===== config.mk =====
export PLATFORM = sky130hd
export DESIGN_NAME = chmt_front
export DESIGN_NICKNAME = d
export VERILOG_FILES = /design/src/rtl/assert_macros.svh /design/src/rtl/chmt_pkg.sv /design/src/rtl/chmt_front.sv
export SDC_FILE = /design/constraint.sdc
export NUM_CORES = 1
export LEC_CHECK = 0
export ABC_AREA = 1
export BUFFER_PORTS_ARGS = -buffer_cell sky130_fd_sc_hd__buf_4
export CAP_MARGIN = 10
export CORE_ASPECT_RATIO = 2
export CORE_UTILIZATION = 50
export DETAILED_ROUTE_END_ITERATION = 12
export PLACE_DENSITY_LB_ADDON = 0.3
export SLEW_MARGIN = 20
export SYNTH_ARGS = -nofsm -noshare
export SYNTH_HDL_FRONTEND = slang
export SYNTH_SLANG_ARGS = --single-unit

===== constraint.sdc =====
create_clock -name clock -period 10.4 [get_ports clock]
set_input_delay 0.52 -clock clock [delete_from_list [all_inputs] [get_ports clock]]
set_output_delay 0.52 -clock clock [all_outputs]
set_load 0.02 [all_outputs]

===== src/rtl/assert_macros.svh =====
// Assertion macros shared by the hit-merge table RTL.
// Assertions compile away when SYNTH is defined.
`ifndef ASSERT_MACROS_SVH
`define ASSERT_MACROS_SVH
`ifndef SYNTH
`define ASSERT_IMPLIES(label, clk, rst, pre, post) \
   label: assert property (@(posedge clk) disable iff (rst) (pre) |-> (post)) \
      else $error("assertion failed");
`define ASSERT_NEXT(label, clk, rst, pre, post) \
   label: assert property (@(posedge clk) disable iff (rst) (pre) |=> (post)) \
      else $error("assertion failed");
`else
`define ASSERT_IMPLIES(label, clk, rst, pre, post)
`define ASSERT_NEXT(label, clk, rst, pre, post)
`endif
`endif


===== src/rtl/chmt_pkg.sv =====
// Package of the calorimeter hit-merge table: sizes, payload types and states.
// No dependencies.
package chmt_pkg;
   localparam int MaxHits   = 4096;
   localparam int NumTowers = 32768;
   localparam int SlotW     = $clog2(MaxHits);
   localparam int CountW    = $clog2(MaxHits + 1);
   localparam int TowerW    = $clog2(NumTowers);
   localparam int FifoDepth = 2;

   typedef enum logic {FUNC_MERGE = 1'b0, FUNC_CLEAR = 1'b1} func_type;

   typedef struct packed {
      logic        func;
      logic [14:0] tower_id;
      logic signed [31:0] energy;
      logic signed [31:0] hit_time;
      logic [31:0] dead_mask;
      logic [31:0] warn_mask;
      logic [17:0] soft_key;
   } req_type;

   typedef struct packed {
      logic [11:0] slot;
      logic        was_new;
      logic        dropped;
      logic signed [31:0] energy_sum;
      logic signed [31:0] time_min;
      logic [31:0] dead_or;
      logic [31:0] warn_or;
      logic [17:0] key_out;
      logic [12:0] hit_count;
   } rsp_type;

   typedef enum logic [1:0] {ST_IDLE, ST_READ, ST_WRITE} back_state_type;

   function automatic logic [31:0] sat_add(logic [31:0] a, logic [31:0] b);
      logic [31:0] s;
      s = a + b;
      if (a[31] == b[31] && s[31] != a[31])
         return a[31] ? 32'h8000_0000 : 32'h7FFF_FFFF;
      return s;
   endfunction
endpackage


===== src/rtl/chmt_front.sv =====
// Front part: accepts items, marks out-of-range towers, and queues them.
// Depends on chmt_pkg.
module chmt_front (
   input  logic               clock,
   input  logic               reset,
   input  logic               req_valid,
   output logic               req_stall,
   input  chmt_pkg::req_type  req_data,
   output logic               q_valid,
   input  logic               q_pop,
   output chmt_pkg::req_type  q_data,
   output logic               q_oor
);
   import chmt_pkg::*;

   localparam int PtrW = $clog2(FifoDepth);

   req_type        buf_ff [FifoDepth];
   logic           oor_ff [FifoDepth];
   logic [PtrW-1:0] wr_ff, wr_in, rd_ff, rd_in;
   logic [PtrW:0]  cnt_ff, cnt_in;
   logic           push;

   // Tower ids wider than the index range are dropped by the back part.
   logic oor;
   assign oor = ({1'b0, req_data.tower_id} >= (TowerW + 1)'(NumTowers));

   assign req_stall = (cnt_ff == (PtrW + 1)'(FifoDepth));
   assign push      = req_valid && !req_stall;
   assign q_valid   = (cnt_ff != '0);
   assign q_data    = buf_ff[rd_ff];
   assign q_oor     = oor_ff[rd_ff];

   always_comb begin
      wr_in  = push  ? wr_ff + 1'b1 : wr_ff;
      rd_in  = q_pop ? rd_ff + 1'b1 : rd_ff;
      cnt_in = cnt_ff + (PtrW + 1)'(push) - (PtrW + 1)'(q_pop);
   end

   always_ff @(posedge clock) begin
      if (reset) begin
         wr_ff  <= '0;
         rd_ff  <= '0;
         cnt_ff <= '0;
      end else begin
         wr_ff  <= wr_in;
         rd_ff  <= rd_in;
         cnt_ff <= cnt_in;
      end
      if (push) begin
         buf_ff[wr_ff] <= req_data;
         oor_ff[wr_ff] <= oor;
      end
   end
endmodule


==> results by group, run 1 <==
Floorplanning
  • Core footprint: 0.0239 sq mm
  • I/O Pins: 331
  • Die X: 113 um
  • Initial Utilization: 0.512
  • Placement Rows: 80
  • Die area: 0.0252 sq mm
  • Height of the die: 223 um

Min path
  • Tightest Hold Check Type: in -> reg
  • Hold depth: 1

Placed design
  • GP Congestion: 0.790
  • DP HPWL: 16700 um
  • DP Worst Slack: 7530 ps
  • Number of port buffers: 329
  • Placed cells: 1142

Final layout
  • Post-Layout Cell Count: 1193
  • Commonest non-fill, non-tap cell in the layout: buf_4
  • Commonest cells after routing, fill and taps aside: buf_4 (334), edfxtp_1 (324), mux2_2 (82)
  • Layout cells sized above 1: 0.599
  • Nets: 1053
  • Area delta synth->final: 30.1%
  • Final Util: 0.666

Worst setup path
  • Largest stage delay on the critical path: 860 ps
  • Crit path max-delay family: buffers and inverters
  • WP data arrival: 2850 ps
  • Critical path peak fanout: 60
  • Most frequent CP cell: buf_4
  • Crit-path cells: buf_4 -> mux2_2 -> buf_4
  • Bufs and invs on worst path: 2
  • Nature of the critical path endpoint: primary output
  • Worst Path Required: 9880 ps
  • CP max stage cell: buf_4
  • WP depth: 3
  • Critical path type: reg -> out
  • CP startpoint kind: flop
  • Worst R2R Path Depth: 5

Power and ir drop
  • Leak pwr: 6.15 nW
  • PwrDens: 204 mW/mm^2
  • Peak VDD IR: 0.178 mV

Clocking
  • Root Buffer: clkbuf_16
  • H-tree depth: 1
  • TritonCTS buffer count: 28
  • Clock transition at path regs: 70 ps
  • Worst-Skew Late Latency: 540 ps
  • Post-CTS resize count: 0
  • Clock buffer depth: 3
  • Post-CTS setup buffer count: 0
  • # clock sinks: 329
  • CTS tree: built
  • CTS Hold Bufs: 0

STA
  • Least-Margin Pin Slew: 1090 ps
  • Max Clk Rate: 0.297 GHz
  • Final setup violation count: 0
  • Tcrit/Tclk final: 0.324
  • Hold Violations, Final: 0
  • Worst clock skew: 7.90 ps
  • Min Tclk post-route: 3370 ps
  • Setup TNS: 0 ps
  • RSZ-0062 raised after global routing: no
  • Final setup margin: 7030 ps
  • Headroom to the max-slew limit: 0.275
  • Max-slew violations: 0

Route
  • DR DRC count: 0
  • DRT Wirelength: 24500 um
  • DR pass1 iterations: 4
  • Final ANT Viol Nets: 0
  • Vias per Instance: 5.16
  • DR iter-0 viols: 271
  • Via Count: 6157
  • DR WL/cell: 20.5 um

Outcome
  • Status: finished, final reports clean

Yosys
  • Cell Area, Synth: 0.0123 sq mm
  • Syn nets: 708
  • Count of cell types in the netlist: 15
  • Yosys reg bits: 329
  • Syn Area/Cell: 22.7 sq um
  • Sequential share of the synthesized area: 0.802
  • Post-Synthesis Cells: 540
  • Ys Warns: 0

Global routing
  • Overall Global Routing Usage: 0.192
  • First-pass GRT wire length: 35600 um
  • Total congestion overflow: 0
  • Largest net degree at the start of global routing: 85
  • Initial antenna violation count: 1
  • Number of global-route vias before repair: 6599

Run
  • Max_cap viols: 0
-- stage by stage --
stage | cell area, sq um | hold WS (ps) | power (W)
3_5_place_dp | 15000 | 505 | 0.00221
6_report | 15900 | 158 | 0.00325
3_3_place_gp | 15000 | 498 | 0.00220
5_1_grt | 15900 | 130 | 0.00336
2_1_floorplan | 12300 | 475 | 0.00199
4_1_cts | 15900 | 124 | 0.00329
-- flip-flops by register name, summed over array words and instances, names as in the netlist, named ones only --
name	flops
buf_ff	324
wr_ff	1
cnt_ff	2
rd_ff	1
-- where the power goes --
group	leakage, nW	switching, W	internal [W]	total [W]
Sequential	3.06	0.0000331	0.00159	0.00163
Clock	0.472	0.000445	0.000633	0.00108
Combinational	2.61	0.000289	0.000256	0.000545
Total	6.15	0.000768	0.00248	0.00325
-- cells by family (layout without fill, tap and decap cells) --
group	count (synthesis)	after routing	share of synthesized area
flip-flops	329	329	0.802
multiplexers	162	162	0.173
buffers and inverters	28	393	0.0158
AND/OR/NAND/NOR	15	15	0.00480
adder cells (fa/ha/maj)	2	2	0.00204
AO/OA/AOI/OAI	2	2	0.000817
other	1	2	0.000306
XOR/XNOR	1	1	0.000715
-- Yosys cell counts (all sizes together) --
cell type	number	area [sq um]
buf	19	160
inv	9	33.8
xnor2	1	8.76
nand3	2	10.0
nand2	7	26.3
edfxtp	324	9730
dfxtp	5	100
mux2	162	2120
conb	1	3.75
ha	2	25.0
a21oi	2	10.0
nor2	6	22.5
-- routing by layer --
| layer | wire length, um | GRT usage |
|---|---|---|
| met4 | 1470 | 0.123 |
| met1 | 7460 | 0.173 |
| met5 | 0 | 0 |
| met3 | 1340 | 0.0353 |
| met2 | 14200 | 0.377 |
-- worst reg2reg max path, cell delays in order (launching register included) --
cell and delay [ps]:
dfxtp_1 330, inv_1 50, nand2_1 120, nand2_1 130, nor2_4 710, buf_4 880
-- area by class of cell --
cell class              count  area (sq um)
fillers                  1646          7980
repair buffers            334          2510
inverters                   9          38.8
multi-input cells         183          2240
clock inverters            18           223
clock buffers              32           737
well taps                 287           359
flip-flops and latches    329          9830
diodes                      1          2.50
-- worst paths after layout --
check             slack (ps)              to        start
hold / removal           160    buf_ff[1][2]  req_data[2]
setup reg to reg        7700  buf_ff[0][118]    cnt_ff[0]
hold reg to reg          520           rd_ff        rd_ff
setup / recovery        7030      q_data[29]         flop
Power figures use the tool's default switching activity.
==> run 2, diff against run 1 <==
--- a/config.mk
+++ b/config.mk
@@ -9,7 +9,7 @@
 export BUFFER_PORTS_ARGS = -buffer_cell sky130_fd_sc_hd__buf_4
 export CAP_MARGIN = 10
 export CORE_ASPECT_RATIO = 2
-export CORE_UTILIZATION = 50
+export CORE_UTILIZATION = 47
 export DETAILED_ROUTE_END_ITERATION = 12
 export PLACE_DENSITY_LB_ADDON = 0.3
 export SLEW_MARGIN = 20
==> constraint.sdc (replaced) <==
create_clock -name clock -period 2.9 [get_ports clock]
set_input_delay 0.145 -clock clock [delete_from_list [all_inputs] [get_ports clock]]
set_output_delay 0.145 -clock clock [all_outputs]
set_load 0.02 [all_outputs]
==> run 2 against run 1 <==
Against the previous run:
- first-iteration DRC count rose by 42%
- global-route usage fell by 0.099 points
- hold slack improved by 170 ps
- sequential share of layout area fell by 6.1 points
- die area rose by 6.3%
- utilization rose by 2.4 points
- clock power rose to 3.3 times the previous value
- power rose to 3.6 times the previous value
- non-clock buffer count rose by 168
- via count rose by 10%
==> results by group, run 2 (synthesis results as in run 1) <==
Power and ir drop
  • Leak pwr: 6.82 nW
  • Peak VDD IR: 0.567 mV
  • Total Power: 0.0116 W
  • PwrDens: 657 mW/mm^2

Global routing
  • First-pass GRT wire length: 37800 um
  • Total congestion overflow: 0
  • Overall Global Routing Usage: 0.191
  • Initial antenna violation count: 2
  • Largest net degree at the start of global routing: 106
  • Number of global-route vias before repair: 7158

STA
  • Final setup margin: 645 ps
  • Tcrit/Tclk final: 0.778
  • Max-slew violations: 0
  • Final setup violation count: 0
  • RSZ-0062 raised after global routing: no
  • Min Tclk post-route: 2260 ps
  • Hold Violations, Final: 0
  • Worst clock skew: 9.70 ps
  • Max Clk Rate: 0.443 GHz
  • Headroom to the max-slew limit: 0.576
  • Setup TNS: 0 ps
  • Least-Margin Pin Slew: 636 ps

Clocking
  • CTS tree: built
  • Clock transition at path regs: 70 ps
  • TritonCTS buffer count: 28
  • # clock sinks: 329
  • CTS Hold Bufs: 165
  • Post-CTS setup buffer count: 0
  • H-tree depth: 1
  • Worst-Skew Late Latency: 540 ps
  • Clock buffer depth: 3
  • Post-CTS resize count: 0
  • Root Buffer: clkbuf_16

Final layout
  • Nets: 1221
  • Final Util: 0.690
  • Post-Layout Cell Count: 1417
  • Commonest cells after routing, fill and taps aside: buf_4 (331), edfxtp_1 (324), dlygate4sd3_1 (165)
  • Largest register by flop count: buf_ff
  • Layout cells sized above 1: 0.508
  • Commonest non-fill, non-tap cell in the layout: buf_4
  • Fillcell total: 1616
  • Max FFs per register: 324
  • Area delta synth->final: 44.4%
  • Largest regs: buf_ff x324, cnt_ff x2

Worst setup path
  • Worst Path Required: 2760 ps
  • Critical path type: reg -> out
  • WP data arrival: 2110 ps
  • Nature of the critical path endpoint: primary output
  • CP startpoint kind: flop
  • Critical path peak fanout: 25

Route
  • DR DRC count: 0
  • Via Count: 6793
  • DR pass1 iterations: 5
  • Final ANT Viol Nets: 0
  • DR WL/cell: 18.3 um
  • Vias per Instance: 4.79
  • DRT Wirelength: 25900 um
  • DR iter-0 viols: 385

Placed design
  • Placed cells: 1198
  • DP Worst Slack: 1200 ps
  • DP HPWL: 16100 um
  • Number of port buffers: 329
  • GP Congestion: 0.748

Min path
  • Tightest Hold Check Type: in -> reg

Floorplanning
  • Die area: 0.0268 sq mm
  • Height of the die: 230 um
  • Core footprint: 0.0257 sq mm
  • I/O Pins: 331
  • Placement Rows: 83
  • Die X: 116 um
  • Initial Utilization: 0.478

Outcome
  • Status: finished, final reports clean

Run
  • Max_cap viols: 0
[run 2: cell count changes in the layout (fill, tap and decap cells not counted), moves of 2 or more]
cell	delta
buf_4	-3
nand2_1	-2
dlygate4sd3_1	+165
clkinv_1	+3
clkinvlp_4	+3
clkbuf_1	+3
bufinv_16	-3
buf_12	+6
[run 2: final timing paths]
kind,from,end,slack (ps),depth (start not counted)
min,req_data[41],buf_ff[0][41],330,2
min reg2reg,rd_ff,rd_ff,560,2
max,flop,q_data[49],650,3
max reg2reg,cnt_ff[0],buf_ff[0][78],1170,5
[run 2: metal layers]
metal  track usage  wire (um)  vias to the layer above  part of all wire
li1              -          -                     3152                 -
met1         0.187       8580                     3325              0.33
met2         0.368      14800                      259              0.57
met3        0.0386       1490                       57             0.058
met4        0.0893       1040                        0             0.040
met5             0          0                        -                 0
[run 2: where the power goes]
group          switching [W]  internal, W  total [W]  leakage [nW]
Sequential          0.000104      0.00570    0.00581          3.06
Combinational        0.00112      0.00109    0.00221          3.34
Clock                0.00160      0.00200    0.00361         0.424
[run 2: cell type report]
class / count / area (sq um) / share of cell area
Inverter: 9 / 37.5 / 0.00212
Antenna cell: 2 / 5.00 / 0.000283
Tap cell: 340 / 425 / 0.0240
Clock buffer: 35 / 748 / 0.0423
Sequential cell: 329 / 9830 / 0.556
Multi-Input combinational cell: 183 / 2250 / 0.127
Clock inverter: 17 / 134 / 0.00757
Timing Repair Buffer: 502 / 4260 / 0.241
[run 2: worst max-delay path, cell delays in order, from the launching register on]
cell and delay [ps]:
dfxtp_4 530, buf_4 460, mux2_2 400, buf_4 160
[run 2: per-stage QoR]
| stage | instance area (sq um) | hold WS, ps |
|---|---|---|
| CTS | 17700 | 291 |
| finish | 17700 | 326 |
| global route | 17700 | 302 |
| detailed placement | 15200 | 327 |
| floorplan | 12300 | 209 |
| global placement | 15200 | 327 |
==> run 3, diff against run 2 <==
--- a/config.mk
+++ b/config.mk
@@ -9,7 +9,7 @@
 export BUFFER_PORTS_ARGS = -buffer_cell sky130_fd_sc_hd__buf_4
 export CAP_MARGIN = 10
 export CORE_ASPECT_RATIO = 2
-export CORE_UTILIZATION = 47
+export CORE_UTILIZATION = 50
 export DETAILED_ROUTE_END_ITERATION = 12
 export PLACE_DENSITY_LB_ADDON = 0.3
 export SLEW_MARGIN = 20
==> constraint.sdc (replaced) <==
create_clock -name clock -period 2.3 [get_ports clock]
set_input_delay 0.115 -clock clock [delete_from_list [all_inputs] [get_ports clock]]
set_output_delay 0.115 -clock clock [all_outputs]
set_load 0.02 [all_outputs]
==> run 3 against run 2 <==
Against the previous run:
- clock power is 21% higher
- clock-buffer cell count down 2
- critical path type unchanged
- largest power group unchanged
- via count increased by 1.2%
- register-to-register slack worse by 460 ps
==> results by group, run 3 (synthesis results as in run 1) <==
Min path
  • Tightest Hold Check Type: in -> reg

Worst setup path
  • Largest stage delay on the critical path: 610 ps
  • Bufs and invs on worst path: 2
  • Worst Path Required: 2180 ps
  • Crit path max-delay family: flip-flops
  • Nature of the critical path endpoint: primary output
  • WP data arrival: 2080 ps
  • CP startpoint kind: flop
  • Critical path type: reg -> out
  • Crit-path cells: buf_12 -> mux2_2 -> buf_4
  • Critical path peak fanout: 47
  • CP max stage cell: dfxtp_4

Route
  • DR WL/cell: 20.0 um
  • DR DRC count: 0
  • Final ANT Viol Nets: 0
  • DR iter-0 viols: 247
  • Met2 WL: 15500 um
  • Post-route met1 wirelength: 8900 um
  • DRT Wirelength: 27300 um
  • Via Count: 6876
  • Met3 wire length: 1480 um
  • DR pass1 iterations: 4
  • Vias per Instance: 5.04
  • Max layer used: met4

Global routing
  • First-pass GRT wire length: 40500 um
  • Number of global-route vias before repair: 7524
  • Overall Global Routing Usage: 0.216
  • Initial antenna violation count: 0
  • Largest net degree at the start of global routing: 83
  • Total congestion overflow: 0

STA
  • Min Tclk post-route: 2200 ps
  • RSZ-0062 raised after global routing: no
  • Hold Violations, Final: 0
  • Least-Margin Pin Slew: 567 ps
  • Final setup violation count: 0
  • Worst-case hold slack: 309 ps
  • Final setup margin: 101 ps
  • Worst clock skew: 9.02 ps
  • Tcrit/Tclk final: 0.956
  • Headroom to the max-slew limit: 0.621
  • Max Clk Rate: 0.455 GHz
  • Max-slew violations: 0
  • Setup TNS: 0 ps

Clocking
  • H-tree depth: 1
  • Root Buffer: clkbuf_16
  • Post-CTS resize count: 0
  • CTS Hold Bufs: 165
  • Clock buffer depth: 3
  • Worst-Skew Late Latency: 530 ps
  • Post-CTS setup buffer count: 0
  • TritonCTS buffer count: 27
  • CTS tree: built
  • # clock sinks: 329
  • Clock transition at path regs: 70 ps

Placed design
  • Number of port buffers: 329
  • GP Congestion: 0.752
  • DP HPWL: 16600 um
  • Post-DP Area: 0.0152 sq mm
  • DP Worst Slack: 629 ps

Final layout
  • Nets: 1227
  • Commonest cells after routing, fill and taps aside: buf_4 (331), edfxtp_1 (324), dlygate4sd3_1 (165)
  • Max FFs per register: 324
  • Largest regs: buf_ff x324, cnt_ff x2
  • Area delta synth->final: 44.5%
  • Largest register by flop count: buf_ff
  • Commonest non-fill, non-tap cell in the layout: buf_4
  • Antenna Cells: 0
  • Layout cells sized above 1: 0.511
  • Fillcell total: 1357
  • Final Util: 0.740
  • Design Area, Final: 0.0177 sq mm

Floorplanning
  • Core footprint: 0.0239 sq mm
  • Die area: 0.0252 sq mm
  • Height of the die: 223 um
  • Initial Utilization: 0.512
  • I/O Pins: 331
  • Die X: 113 um
  • Placement Rows: 80

Run
  • Max_cap viols: 0

Power and ir drop
  • Leak pwr: 6.86 nW
  • Peak VDD IR: 0.839 mV
  • PwrDens: 824 mW/mm^2

Outcome
  • Status: finished, final reports clean
-- run 3: path summary, 6_finish.rpt --
path	start	endpoint	slack, ps	cells past startpoint
worst max-delay path	flop	q_data[154]	100	3
worst min-delay path	req_data[0]	buf_ff[0][0]	310	2
worst max register to register	cnt_ff[0]	buf_ff[0][86]	710	5
worst min register to register	rd_ff	flop	520	2
-- run 3: cell type report --
class	instances	area, sq um	area share
multi-input cells	183	2250	0.127
flip-flops and latches	329	9830	0.555
well taps	287	359	0.0203
inverters	9	37.5	0.00212
repair buffers	509	4400	0.248
clock buffers	33	698	0.0394
clock inverters	15	128	0.00721
-- run 3: through the flow --
step / total power (W) / cells
2_1_floorplan: 0.00893 / 540
3_3_place_gp: 0.0100 / 1152
3_5_place_dp: 0.0101 / 1152
4_1_cts: 0.0147 / 1365
5_1_grt: 0.0151 / 1365
6_report: 0.0146 / 1365
-- run 3: report_power, final --
group	leakage, nW	internal, W	switching (W)
logic	3.40	0.00145	0.00144
registers	3.06	0.00719	0.000147
clock network	0.400	0.00238	0.00199
total	6.86	0.0110	0.00358
-- run 3: routing by layer --
| layer | vias up | GRT usage |
|---|---|---|
| met2 | 281 | 0.414 |
| li1 | 3156 | - |
| met5 | - | 0 |
| met1 | 3364 | 0.214 |
| met4 | 0 | 0.117 |
| met3 | 75 | 0.0394 |
